### src/sv/smlp_pkg.sv
`default_nettype none

package smlp_pkg;

  // Character codes
  localparam logic [7:0] CHAR_LF    = 8'h0A;
  localparam logic [7:0] CHAR_CR    = 8'h0D;
  localparam logic [7:0] CHAR_SEMI  = 8'h3B;
  localparam logic [7:0] CHAR_MINUS = 8'h2D;
  localparam logic [7:0] CHAR_PLUS  = 8'h2B;
  localparam logic [7:0] CHAR_ZERO  = 8'h30;
  localparam logic [7:0] CHAR_NINE  = 8'h39;
  localparam logic [7:0] CHAR_SPACE = 8'h20;
  localparam logic [7:0] CHAR_TAB   = 8'h09;
  localparam logic [7:0] CHAR_VT    = 8'h0B;
  localparam logic [7:0] CHAR_FF    = 8'h0C;

  // Saturation limits (largest payload is clamped to 16 bits)
  localparam logic [15:0] SIZE_LIM     = 16'hFFFF;
  localparam logic [15:0] TYPE_LIM_POS = 16'd32767;
  localparam logic [15:0] TYPE_LIM_NEG = 16'd32768;

  typedef enum logic [1:0] {
    PH_TYPE    = 2'd0,
    PH_SIZE    = 2'd1,
    PH_PAYLOAD = 2'd2
  } phase_e;

  typedef enum logic [2:0] {
    ST_OK       = 3'd0,
    ST_DELIM    = 3'd1,
    ST_NAN      = 3'd2,
    ST_MISMATCH = 3'd3,
    ST_OVF      = 3'd4
  } status_e;

  typedef struct packed {
    logic started;
    logic ended;
    logic digit;
    logic neg;
  } flags_t;

  typedef struct packed {
    logic [15:0] acc;
    flags_t      flags;
  } field_t;

  typedef struct packed {
    field_t fld;
    logic   ovf;
  } feed_t;

  function automatic logic is_space(logic [7:0] c);
    return (c == CHAR_SPACE) || (c == CHAR_TAB) || (c == CHAR_VT) || (c == CHAR_FF);
  endfunction

  // Advance one decimal field by one character
  function automatic feed_t feed_field(field_t f, logic [7:0] c,
                                       logic [15:0] lim_pos, logic [15:0] lim_neg);
    feed_t       r;
    logic [19:0] v;
    logic [15:0] lim;
    r     = '{fld: f, ovf: 1'b0};
    lim   = f.flags.neg ? lim_neg : lim_pos;
    v     = 20'(f.acc) * 20'd10 + 20'(c - CHAR_ZERO);
    if (!f.flags.ended) begin
      if (c >= CHAR_ZERO && c <= CHAR_NINE) begin
        if (v > 20'(lim)) begin
          r.fld.acc = lim;
          r.ovf     = 1'b1;
        end else begin
          r.fld.acc = v[15:0];
        end
        r.fld.flags.digit   = 1'b1;
        r.fld.flags.started = 1'b1;
      end else if (!f.flags.started) begin
        if (c == CHAR_MINUS) begin
          r.fld.flags.neg     = 1'b1;
          r.fld.flags.started = 1'b1;
        end else if (c == CHAR_PLUS) begin
          r.fld.flags.started = 1'b1;
        end else if (!is_space(c)) begin
          r.fld.flags.ended   = 1'b1;
          r.fld.flags.started = 1'b1;
        end
      end else begin
        r.fld.flags.ended = 1'b1;
      end
    end
    return r;
  endfunction

endpackage

`default_nettype wire

### src/sv/semicolon_line_message_parser.sv
`default_nettype none

// Parser for lines of the form type;size;data ended by LF, one byte per request.
// A byte is held in an input register and parsed from there into a result register,
// so the block takes one byte every cycle while the output is not stalled; while the
// result register is full and stalled, the byte waits and in_stall_o is high. CR bytes
// and the bytes of the type and size fields give no result; every byte after the
// second semicolon is passed out at once as a payload request, and LF gives one
// end record carrying type, size and status. Payload leaves before the line is
// checked, so the consumer must drop a message whose end status is not ok.
module semicolon_line_message_parser (
  input  wire logic        clk_i,
  input  wire logic        rst_ni,
  input  wire logic        in_valid_i,
  output logic             in_stall_o,
  input  wire logic [7:0]  byte_in_i,
  output logic             out_valid_o,
  input  wire logic        out_stall_i,
  output logic             is_end_o,
  output logic [7:0]       payload_byte_o,
  output logic signed [15:0] msg_type_o,
  output logic [15:0]      msg_size_o,
  output logic [2:0]       status_o
);
  import smlp_pkg::*;

  logic        in_valid_q;
  logic [7:0]  byte_q;
  logic        out_free;
  logic        advance;

  phase_e      phase_q, phase_d;
  field_t      type_q, type_d;
  field_t      size_q, size_d;
  logic [15:0] count_q, count_d;
  logic        ovf_q, ovf_d;

  logic        res_valid;
  logic        res_end;
  logic [7:0]  res_byte;
  logic [15:0] res_type;
  logic [15:0] res_size;
  status_e     res_status;

  logic        out_valid_q;
  logic        is_end_q;
  logic [7:0]  payload_q;
  logic [15:0] type_out_q;
  logic [15:0] size_out_q;
  status_e     status_q;

  feed_t       type_feed;
  feed_t       size_feed;

  // Hand the held byte on when the result register is free or being emptied
  assign out_free   = !out_valid_q || !out_stall_i;
  assign advance    = in_valid_q && out_free;
  assign in_stall_o = in_valid_q && !out_free;

  assign type_feed = feed_field(type_q, byte_q, TYPE_LIM_POS, TYPE_LIM_NEG);
  assign size_feed = feed_field(size_q, byte_q, SIZE_LIM, SIZE_LIM);

  // Parse the held byte
  always_comb begin
    phase_d    = phase_q;
    type_d     = type_q;
    size_d     = size_q;
    count_d    = count_q;
    ovf_d      = ovf_q;
    res_valid  = 1'b0;
    res_end    = 1'b0;
    res_byte   = '0;
    res_type   = '0;
    res_size   = '0;
    res_status = ST_OK;
    if (byte_q == CHAR_CR) begin
      // drop
    end else if (byte_q == CHAR_LF) begin
      res_valid = 1'b1;
      res_end   = 1'b1;
      if (phase_q == PH_TYPE || phase_q == PH_SIZE) begin
        res_status = ST_DELIM;
      end else begin
        res_type = type_q.flags.neg ? 16'(-type_q.acc) : type_q.acc;
        res_size = size_q.flags.neg ? 16'(-size_q.acc) : size_q.acc;
        priority if (!type_q.flags.digit || !size_q.flags.digit) begin
          res_status = ST_NAN;
        end else if (ovf_q) begin
          res_status = ST_OVF;
        end else if ((size_q.flags.neg && size_q.acc != '0) || size_q.acc != count_q) begin
          res_status = ST_MISMATCH;
        end else begin
          res_status = ST_OK;
        end
      end
      phase_d = PH_TYPE;
      type_d  = '0;
      size_d  = '0;
      count_d = '0;
      ovf_d   = 1'b0;
    end else begin
      unique case (phase_q)
        PH_TYPE: begin
          if (byte_q == CHAR_SEMI) begin
            phase_d = PH_SIZE;
          end else begin
            type_d = type_feed.fld;
            ovf_d  = ovf_q | type_feed.ovf;
          end
        end
        PH_SIZE: begin
          if (byte_q == CHAR_SEMI) begin
            phase_d = PH_PAYLOAD;
          end else begin
            size_d = size_feed.fld;
            ovf_d  = ovf_q | size_feed.ovf;
          end
        end
        default: begin
          // payload: pass the byte out and count it, saturating
          res_valid = 1'b1;
          res_byte  = byte_q;
          if (count_q >= SIZE_LIM) begin
            ovf_d = 1'b1;
          end else begin
            count_d = count_q + 16'd1;
          end
        end
      endcase
    end
  end

  // Input register
  always_ff @(posedge clk_i or negedge rst_ni) begin
    if (!rst_ni) begin
      in_valid_q <= 1'b0;
    end else if (!in_stall_o) begin
      in_valid_q <= in_valid_i;
    end
  end

  always_ff @(posedge clk_i) begin
    if (!in_stall_o && in_valid_i) begin
      byte_q <= byte_in_i;
    end
  end

  // Parser state
  always_ff @(posedge clk_i or negedge rst_ni) begin
    if (!rst_ni) begin
      phase_q <= PH_TYPE;
      type_q  <= '0;
      size_q  <= '0;
      count_q <= '0;
      ovf_q   <= 1'b0;
    end else if (advance) begin
      phase_q <= phase_d;
      type_q  <= type_d;
      size_q  <= size_d;
      count_q <= count_d;
      ovf_q   <= ovf_d;
    end
  end

  // Result register
  always_ff @(posedge clk_i or negedge rst_ni) begin
    if (!rst_ni) begin
      out_valid_q <= 1'b0;
    end else if (out_free) begin
      out_valid_q <= advance && res_valid;
    end
  end

  always_ff @(posedge clk_i) begin
    if (advance && res_valid) begin
      is_end_q   <= res_end;
      payload_q  <= res_byte;
      type_out_q <= res_type;
      size_out_q <= res_size;
      status_q   <= res_status;
    end
  end

  assign out_valid_o    = out_valid_q;
  assign is_end_o       = is_end_q;
  assign payload_byte_o = payload_q;
  assign msg_type_o     = $signed(type_out_q);
  assign msg_size_o     = size_out_q;
  assign status_o       = status_q;

endmodule

`default_nettype wire

### config.mk
export PLATFORM = sky130hd
export DESIGN_NAME = semicolon_line_message_parser
export DESIGN_NICKNAME = d
export VERILOG_FILES = /design/src/sv/smlp_pkg.sv /design/src/sv/semicolon_line_message_parser.sv
export SDC_FILE = /design/constraint.sdc
export NUM_CORES = 1
export LEC_CHECK = 0
export ABC_AREA = 0
export BUFFER_PORTS_ARGS = -buffer_cell sky130_fd_sc_hd__buf_2
export CAP_MARGIN = 20
export CORE_UTILIZATION = 40
export CTS_BUF_LIST = sky130_fd_sc_hd__clkbuf_4
export CTS_CLUSTER_DIAMETER = 60
export DETAILED_ROUTE_END_ITERATION = 8
export SLEW_MARGIN = 20
export SYNTH_ARGS = -nofsm -noshare
export SYNTH_HDL_FRONTEND = slang
export SYNTH_SLANG_ARGS = --single-unit
export TNS_END_PERCENT = 50
### constraint.sdc
create_clock -name clk_i -period 7.1 [get_ports clk_i]
set_clock_uncertainty 0.1 [all_clocks]
set_input_delay 0.355 -clock clk_i [delete_from_list [all_inputs] [get_ports clk_i]]
set_output_delay 0.355 -clock clk_i [all_outputs]
set_load 0.005 [all_outputs]
# Word-level counts from Yosys, hierarchy flattened
# Index checks and enable logic that the tools add are counted.
# Widths: inputs -> output; s select.
# word_totals
out_inout_bits	46
regBits	113
# op_classes
n_mux	58
mul	2
eq_ne	23
n_addsub	6
bitwise_logic	4
n_reduce_logical	43
magnitude_cmp	5
# op_table
operator	n
$mux 16	10
$mux 20	6
$mux 21	2
$add 20x20->20	2
$eq 8x4->1 const B	5
$mul 16x3->19 const B	2
$eq 8x6->1 const B	4
$neg 16->16	2
$mux 1	31
$gt 20x16->1	1
$gt 20x16->1 const B	1
$reduce_and 5->1	4
$add 16x1->16 const B	1
$ge 16x16->1 const B	1
$ne 16x16->1	1
$reduce_and 8->1	2
$reduce_bool 16->1	1
$mux 2	6
$ne 2x1->1 const B	6
$reduce_and 4->1	3
$reduce_and 6->1	2
$sub 8x6->9 const B	1
$ge 8x6->1 const B	1
$le 8x6->1 const B	1
other kinds (19)	45

# Logic depth before layout (Yosys ltp)
# Gate-level depths: netlist of run 1.
# depth
word_depth	14
mapped_depth	27

# Worst setup path before layout of run 1
# OpenSTA, ideal clock, no wires.
# synth_path
kind	register to register
start	register type_q[5] (netlist name)
end	register type_q[11] (netlist name)
setup_time_ps	126
period_less_slack_ps	5704
slack_ps	1396
path_stages_with_launch	26
required_time_ps	6874
arrival_ps	5478
path_cell_list	dfrtp_1 -> ha_1 -> ha_1 -> inv_1 -> fa_1 -> nor2b_1 -> o21ai_1 -> a21boi_0 -> o21ai_0 -> a2111oi_0 -> a211oi_1 -> ha_1 -> a21o_1 -> a211oi_2 -> a21oi_1 -> and2_2 -> xor2_1 -> ha_1 -> nand4_1 -> nor4_1 -> a21oi_1 -> o21ai_0 -> o2111a_1 -> a211oi_4 -> buf_6 -> a221o_1
# synth_via
elab_chain_len	9
# synth_rtl
element	line	text
start, declared	semicolon_line_message_parser.sv:33	field_t type_q, type_d;
start signal, assigned	semicolon_line_message_parser.sv:158	type_q <= type_d;
$mul 16x3->19 (*)	smlp_pkg.sv:66	v = 20'(f.acc) * 20'd10 + 20'(c - CHAR_ZERO);
$add 20x20->20 (*)	smlp_pkg.sv:66	
$gt 20x16->1	smlp_pkg.sv:69	if (v > 20'(lim)) begin
$mux 16 (*)	smlp_pkg.sv:69	
$mux 16 (*)	smlp_pkg.sv:68	if (c >= CHAR_ZERO && c <= CHAR_NINE) begin
$mux 21 (*)	smlp_pkg.sv:67	if (!f.flags.ended) begin
$mux 20 (*)	semicolon_line_message_parser.sv:104	if (byte_q == CHAR_SEMI) begin
$mux 20 (*)	semicolon_line_message_parser.sv:102	unique case (phase_q)
$mux 20 (*)	semicolon_line_message_parser.sv:78	end else if (byte_q == CHAR_LF) begin
# Mark *: on every way between the ends. The rest lies on a longest branch, timed or not. The select of a mux whose other input is x is not followed.
# A chain may end at the register's enable or synchronous reset.

# Final worst setup path of run 1
# layout_path
start	register type_q[5] (netlist name)
end	register type_q[8] (netlist name)
# The elaborated chain is that of the path after synthesis.

==> results by group, run 1 <==
GRT
  • First-pass GRT wire length: 38200 um
  • GR Overflow Total: 0
  • All-Layer GR Usage: 0.196
  • Number of global-route vias before repair: 7385
  • Number of antenna violations at the first check in global routing: 2
  • Largest net degree at the start of global routing: 62

Synthesis
  • Synth Instances: 1028
  • Synth cell count leaders: ha_1 (120), nor2_1 (104), nand2_1 (80)
  • Top cells by area, synth: edfxtp_1 (16%), dfrtp_1 (16%), ha_1 (15%)
  • Yosys reg bits: 113
  • Top-area cell type share of the netlist area: 0.161
  • Most common cell in the netlist: ha_1
  • Main synth FF type: dfrtp_1
  • Mapped Avg Cell Area: 9.44 um2
  • Yosys cell types: 96
  • Mapped Area: 9700 um2
  • Syn Nets: 1164
  • Post-synth ARST share: 0.540
  • Area leader, netlist: edfxtp_1
  • Sequential fraction of the synthesis area: 0.318
  • Post-synth EDFFs: 52
  • Yosys warning total: 0

STA
  • Tcrit/Tclk final: 0.879
  • Max Fclk: 160 MHz
  • Setup WS post-layout: 0.862 ns
  • WHS: 0.403 ns
  • Worst-Margin Slew: 0.988 ns
  • Slew margin rel.: 0.339
  • Post-route setup TNS: 0 ns
  • RSZ-0062 raised after global routing: no
  • Max-slew violations: 0
  • Min cycle time layout: 6.24 ns
  • Final Hold Vio Count: 0
  • # setup viols final: 0

Pwr
  • Power density cells: 136 nW/um2
  • VDD IR-drop max: 0.0981 mV
  • Net Sw Power: 0.453 mW
  • P_leak: 4.74 nW
  • Sequential power share: 0.490
  • Pwr Total: 1.45 mW
  • Pint: 0.999 mW
  • Combinational fraction of design power: 0.171
  • Switching Fraction: 0.312
  • Clock Power Share: 0.339

Routing
  • ANT nets after route: 0
  • DRT Pass-1 Iters: 5
  • Vias per cell: 5.57
  • DR iter-0 viols: 604
  • Final wirelength: 23600 um
  • Drt drc: 0
  • Routed vias: 7942
  • WL/cell: 16.5 um

Placement
  • Pre-CTS WS: 0.591 ns
  • DP HPWL: 17900 um
  • Dpl cells: 1379
  • IO Port Bufs: 57
  • RD Place Congestion: 0.884

Final layout
  • Flip-flop and latch area: 3090 um2
  • Final Net Count: 1227
  • Ratio of cells with drive above 1 in the final layout: 0.138
  • Final Non-Filler Cells: 1425
  • Fill count: 2301
  • Area grow syn2layout: 10.5%
  • Multi-input combinational cell area: 6350 um2

Clock network
  • CTS tree: built
  • Clock transition at path regs: 0.12 ns
  • Total clock sinks: 113
  • CTS Root Cell: clkbuf_4
  • Cts bufs inserted: 17
  • Clock Latency Late Sink: 0.53 ns
  • H-Tree Depth: 4
  • CTS max path bufs: 2

Run
  • Max Cap Viol: 0

Worst setup path
  • Crit Path Category: reg2reg
  • WP data required: 7.46 ns
  • CP top delay family: compound AO/OA/AOI/OAI gates
  • Largest stage delay, worst path: 0.67 ns
  • Worst-path cell chain: ha_1 > ha_1 > inv_1 > fa_1 > nor2b_1 > o21ai_1 > a21boi_0 > o21ai_0 > a2111oi_1 > a211oi_1 > ha_1 > a21o_1 > a211oi_2 > a21oi_1 > and2_2 > xor2_1 > ha_1 > nand4_1 > nor4_1 > a21oi_1 > o21ai_0 > o2111a_1 > a211oi_4 > a221o_2
  • Crit path max fanout: 15
  • CP most frequent cell: ha_1
  • Startpoint Class: flop
  • Crit path buffers/inverters: 1
  • Worst Path Arrival: 6.59 ns
  • CP Capture Type: flop
  • Critical path depth: 24
  • Critical-path top delay cell: a211oi_4
  • Reg2reg path depth: 24

Floorplanning
  • Core region area: 23600 um2
  • Initial core utilization: 0.411
  • Die H: 158 um
  • Io pins: 58
  • Die X: 158 um
  • Die area: 24900 um2
  • # rows: 56

Run status
  • Outcome: finished, final reports clean

Worst hold path
  • Worst min path class: in2async
==> flip-flops by register name (all words and copies together), names as in the netlist <==
name,count
msg_size_o,16
size_q,20
status_o,3
in_valid_q,1
msg_type_o,16
payload_byte_o,8
phase_q,2
type_q,20
count_q,16
ovf_q,1
is_end_o,1
out_valid_o,1
byte_q,8
==> cell usage in the layout, fill, tap and decap left out, drive strengths merged, types with 16 or more instances in the layout <==
master,instances
nor4,20
dfrtp,61
xnor2,58
buf,66
nand3,17
inv,33
a21o,25
nand4,18
xor2,46
nor3,24
o21ai,57
a21oi,68
clkbuf,17
a221o,16
nand2,81
nor2,106
edfxtp,52
ha,120
==> through the flow <==
step / area, um2 / utilization
finish: 10700 / 0.454
global route: 10700 / 0.454
CTS: 10700 / 0.452
detailed placement: 10300 / 0.436
global placement: 10300 / 0.436
floorplan: 9700 / -
==> worst min-delay path: stages <==
cell	delay [ns]
dlygate4sd3_1	0.52
buf_2	0.09
buf_4	0.61
==> kinds of logic (layout without fill, tap and decap cells) <==
| logic type | Yosys count | in the layout | synth area share |
|---|---|---|---|
| muxes | 3 | 3 | 0.00310 |
| adders and majority gates | 124 | 124 | 0.163 |
| buffers and inverters | 62 | 138 | 0.0289 |
| DFF | 113 | 113 | 0.318 |
| AOI/OAI and AO/OA | 282 | 282 | 0.211 |
| other | 0 | 2 | 0 |
| and+or+nand+nor | 340 | 340 | 0.178 |
| xor gates and xnor gates | 104 | 104 | 0.0970 |
==> what timing repair did <==
item	CTS	global route
setup buffers	0	1
setup endpoints to repair	0	15
hold buffers	11	0
endpoints found under the hold margin	71	0
resized for setup	0	1
==> per-layer routing <==
metal	vias up	part of all wire	global-route usage
li1	3988	-	-
met1	3753	0.50	0.282
met2	179	0.45	0.309
met3	22	0.041	0.0235
met4	0	0.0088	0.0472
met5	-	0	0
==> power by group through the flow <==
| stage | logic (mW) | registers, mW | clock network [mW] |
|---|---|---|---|
| floorplan | 0.180 | 0.718 | 0 |
| global placement | 0.240 | 0.725 | 0 |
| detailed placement | 0.242 | 0.724 | 0 |
| CTS | 0.248 | 0.711 | 0.505 |
| global route | 0.278 | 0.713 | 0.530 |
| finish | 0.248 | 0.711 | 0.493 |
==> layout make-up <==
type                    count  share of cell area
multi-input cells         853               0.593
flip-flops and latches    113               0.288
repair buffers             77              0.0444
well taps                 319              0.0373
clock inverters            15              0.0147
clock buffers              17              0.0119
inverters                  29              0.0102
diodes                      2            0.000467
==> final timing paths <==
kind,from,endpoint,slack (ns)
setup / recovery,type_q[5]$_DFFE_PN0P_,type_q[8]$_DFFE_PN0P_,0.86
hold / removal,rst_ni,count_q[13]$_DFFE_PN0P_,0.40
setup reg to reg,type_q[5]$_DFFE_PN0P_,type_q[8]$_DFFE_PN0P_,0.86
hold reg to reg,type_q[3]$_DFFE_PN0P_,type_q[3]$_DFFE_PN0P_,0.45
max in group asynchronous,rst_ni,type_q[6]$_DFFE_PN0P_,5.92
min in group clk_i,byte_in_i[0],byte_q[0]$_DFFE_PP_,0.45
(Power assumes the default switching activity.)
==> run 2: changes to the inputs <==
- CORE_UTILIZATION: 40 -> 25
- GPL_TIMING_DRIVEN: unset -> 0
==> run 2 against run 1 <==
Sequential share of layout area shrank 1.2 points; critical path depth is 3 higher; register-to-register slack lost 0.32 ns; clock power rose by 26%; fmax shrank 4.9%; die area is 59% higher; routed wire length increased by 8.7%; core utilization down 16 points; sequential power barely moved; highest routed layer unchanged.
==> results by group, run 2 (same netlist as run 1, synthesis figures left out) <==
STA
  • RSZ-0062 raised after global routing: no
  • Worst-Margin Slew: 0.922 ns (-0.0657 ns)
  • Max Fclk: 152 MHz (-4.9%)
  • # setup viols final: 0 (unchanged)
  • Max-slew violations: 0 (unchanged)
  • Post-route setup TNS: 0 ns (unchanged)
  • Slew margin rel.: 0.385 (+0.0466)
  • Min cycle time layout: 6.56 ns (+0.323 ns)
  • Tcrit/Tclk final: 0.924 (+0.0455)
  • Final Hold Vio Count: 0 (unchanged)
  • WHS: 0.0341 ns (-0.369 ns)

Final layout
  • Ratio of cells with drive above 1 in the final layout: 0.141 (+0.00379)
  • Most common cell after layout, fill and taps aside: ha_1
  • Final Non-Filler Cells: 1643 (+15%)
  • Most frequent cells in the layout: ha_1 (120), nor2_1 (103), nand2_1 (80)
  • Finished Cell Area: 11200 um2 (+4.2%)
  • Final Net Count: 1254 (+2.2%)
  • Top flop regs: size_q (20), type_q (20)
  • Area grow syn2layout: 15.1%

Routing
  • WL/cell: 15.6 um (-5.7%)
  • DRT Pass-1 Iters: 5 (unchanged)
  • Vias per cell: 4.99 (-10%)
  • Routed vias: 8202 (+3.3%)
  • Drt drc: 0 (unchanged)
  • ANT nets after route: 0 (unchanged)
  • DR iter-0 viols: 574 (-5.0%)
  • Final wirelength: 25600 um (+8.7%)

Floorplanning
  • Io pins: 58 (unchanged)
  • Die X: 199 um (+26%)
  • Initial core utilization: 0.256 (-0.155)
  • Core region area: 37900 um2 (+61%)
  • # rows: 71 (+27%)
  • Die area: 39600 um2 (+59%)
  • Die H: 199 um (+26%)

Placement
  • RD Place Congestion: 0.888 (+0.48%)
  • IO Port Bufs: 57 (unchanged)
  • Dpl cells: 1600 (+16%)
  • DP HPWL: 19900 um (+11%)
  • Placed Area: 10700 um2 (+4.1%)

Run
  • Max Cap Viol: 0 (unchanged)

GRT
  • Number of global-route vias before repair: 7780 (+5.3%)
  • GR Overflow Total: 0 (unchanged)
  • Number of antenna violations at the first check in global routing: 1 (-1)
  • All-Layer GR Usage: 0.133 (-0.0626)
  • First-pass GRT wire length: 40900 um (+7.0%)
  • Largest net degree at the start of global routing: 52 (-16%)

Clock network
  • H-Tree Depth: 4 (unchanged)
  • Clock Latency Late Sink: 0.58 ns (+0.05 ns)
  • CTS tree: built
  • Total clock sinks: 113 (unchanged)
  • Clock transition at path regs: 0.13 ns (about the same)
  • CTS max path bufs: 2 (unchanged)
  • CTS Root Cell: clkbuf_4
  • Cts bufs inserted: 17 (unchanged)
  • Post-CTS setup buffer count: 0 (unchanged)

Worst hold path
  • Hold path depth: 3
  • Hold path endpoint: out_valid_o$_DFFE_PN0N_
  • Worst min path class: in2reg
  • Hold_sp: out_stall_i

Run status
  • Outcome: finished, final reports clean

Worst setup path
  • Crit Path Category: reg2reg
  • WP data required: 7.50 ns (+0.04 ns)
  • FF-to-FF End: type_q[10]$_DFFE_PN0P_
  • Worst Path Arrival: 6.97 ns (+0.38 ns)
  • Worst r2r src: type_q[5]$_DFFE_PN0P_
  • CP Capture Type: flop
  • Reg2reg path depth: 27 (+13%)
  • Startpoint Class: flop
  • Flop-to-flop setup slack: 0.54 ns (-0.32 ns)
  • Crit path max fanout: 10 (-5)

Pwr
  • Pwr Total: 1.59 mW (+9.6%)
  • Power density cells: 143 nW/um2 (+5.1%)
  • P_leak: 4.85 nW (+2.3%)
  • VDD IR-drop max: 0.0865 mV (-12%)
==> run 2: layout make-up <==
type                            instances  area, um2
Fill cell                            4047      26800
Multi-Input combinational cell        853       6340
Sequential cell                       113       3090
Tap cell                              511        639
Timing Repair Buffer                   71        465
Clock inverter                         14        210
Buffer                                 33        171
Clock buffer                           18        135
Inverter                               29        109
Antenna cell                            1       2.50
==> run 2: worst max path at each step <==
stage,from,endpoint,slack (ns),depth (start not counted)
after floorplan,type_q[5]$_DFFE_PN0P_,type_q[11]$_DFFE_PN0P_,1.40,25
after global placement,type_q[5]$_DFFE_PN0P_,type_q[10]$_DFFE_PN0P_,0.31,25
after detailed placement,type_q[5]$_DFFE_PN0P_,type_q[16]$_DFFE_PN0P_,0.23,25
after CTS,type_q[5]$_DFFE_PN0P_,type_q[10]$_DFFE_PN0P_,0.17,25
after global routing,type_q[5]$_DFFE_PN0P_,type_q[13]$_DFFE_PN0P_,0.1,27
final,type_q[5]$_DFFE_PN0P_,type_q[10]$_DFFE_PN0P_,0.54,27
==> run 2: worst max-delay path, stage by stage, from the launching register on <==
cell	delay, ns
dfrtp_1	0.50
ha_1	0.33
ha_1	0.16
inv_1	0.06
fa_1	0.41
nor2b_1	0.13
o21ai_1	0.08
a21boi_0	0.27
o21ai_0	0.21
a21oi_1	0.22
nor2b_1	0.16
o21ai_0	0.09
a211oi_1	0.38
ha_1	0.34
a21o_1	0.19
a211oi_2	0.32
a21oi_1	0.21
and2_2	0.26
xor2_1	0.16
ha_1	0.31
nand4_1	0.11
nor4_1	0.28
a21oi_1	0.06
o21ai_0	0.15
o2111ai_2	0.26
nor3_4	0.34
buf_6	0.21
a221o_1	0.15
==> run 2: per-layer routing <==
| metal | wire length, um | global-route usage | up-vias |
|---|---|---|---|
| met2 | 11400 | 0.210 | 200 |
| met4 | 484 | 0.0439 | 0 |
| met1 | 12600 | 0.185 | 3932 |
| met3 | 1100 | 0.0190 | 31 |
| met5 | 0 | 0 | - |
| li1 | - | - | 4039 |
==> run 2: timing repair <==
action | in CTS | in global routing
resized for setup | 0 | 1
endpoints found under the hold margin | 70 | 0
hold buffers | 10 | 0
setup endpoints to repair | 0 | 10
==> run 2: through the flow <==
stage / setup WS, ns / utilization
after floorplan: 1.40 / -
after global placement: 0.312 / 0.280
after detailed placement: 0.232 / 0.282
after CTS: 0.168 / 0.294
after global routing: 0.0956 / 0.294
final: 0.539 / 0.294
==> run 2: power by group <==
group / total (mW) / switching [mW] / internal, mW
clock: 0.621 / 0.301 / 0.319
combinational: 0.260 / 0.159 / 0.101
sequential: 0.711 / 0.0185 / 0.692
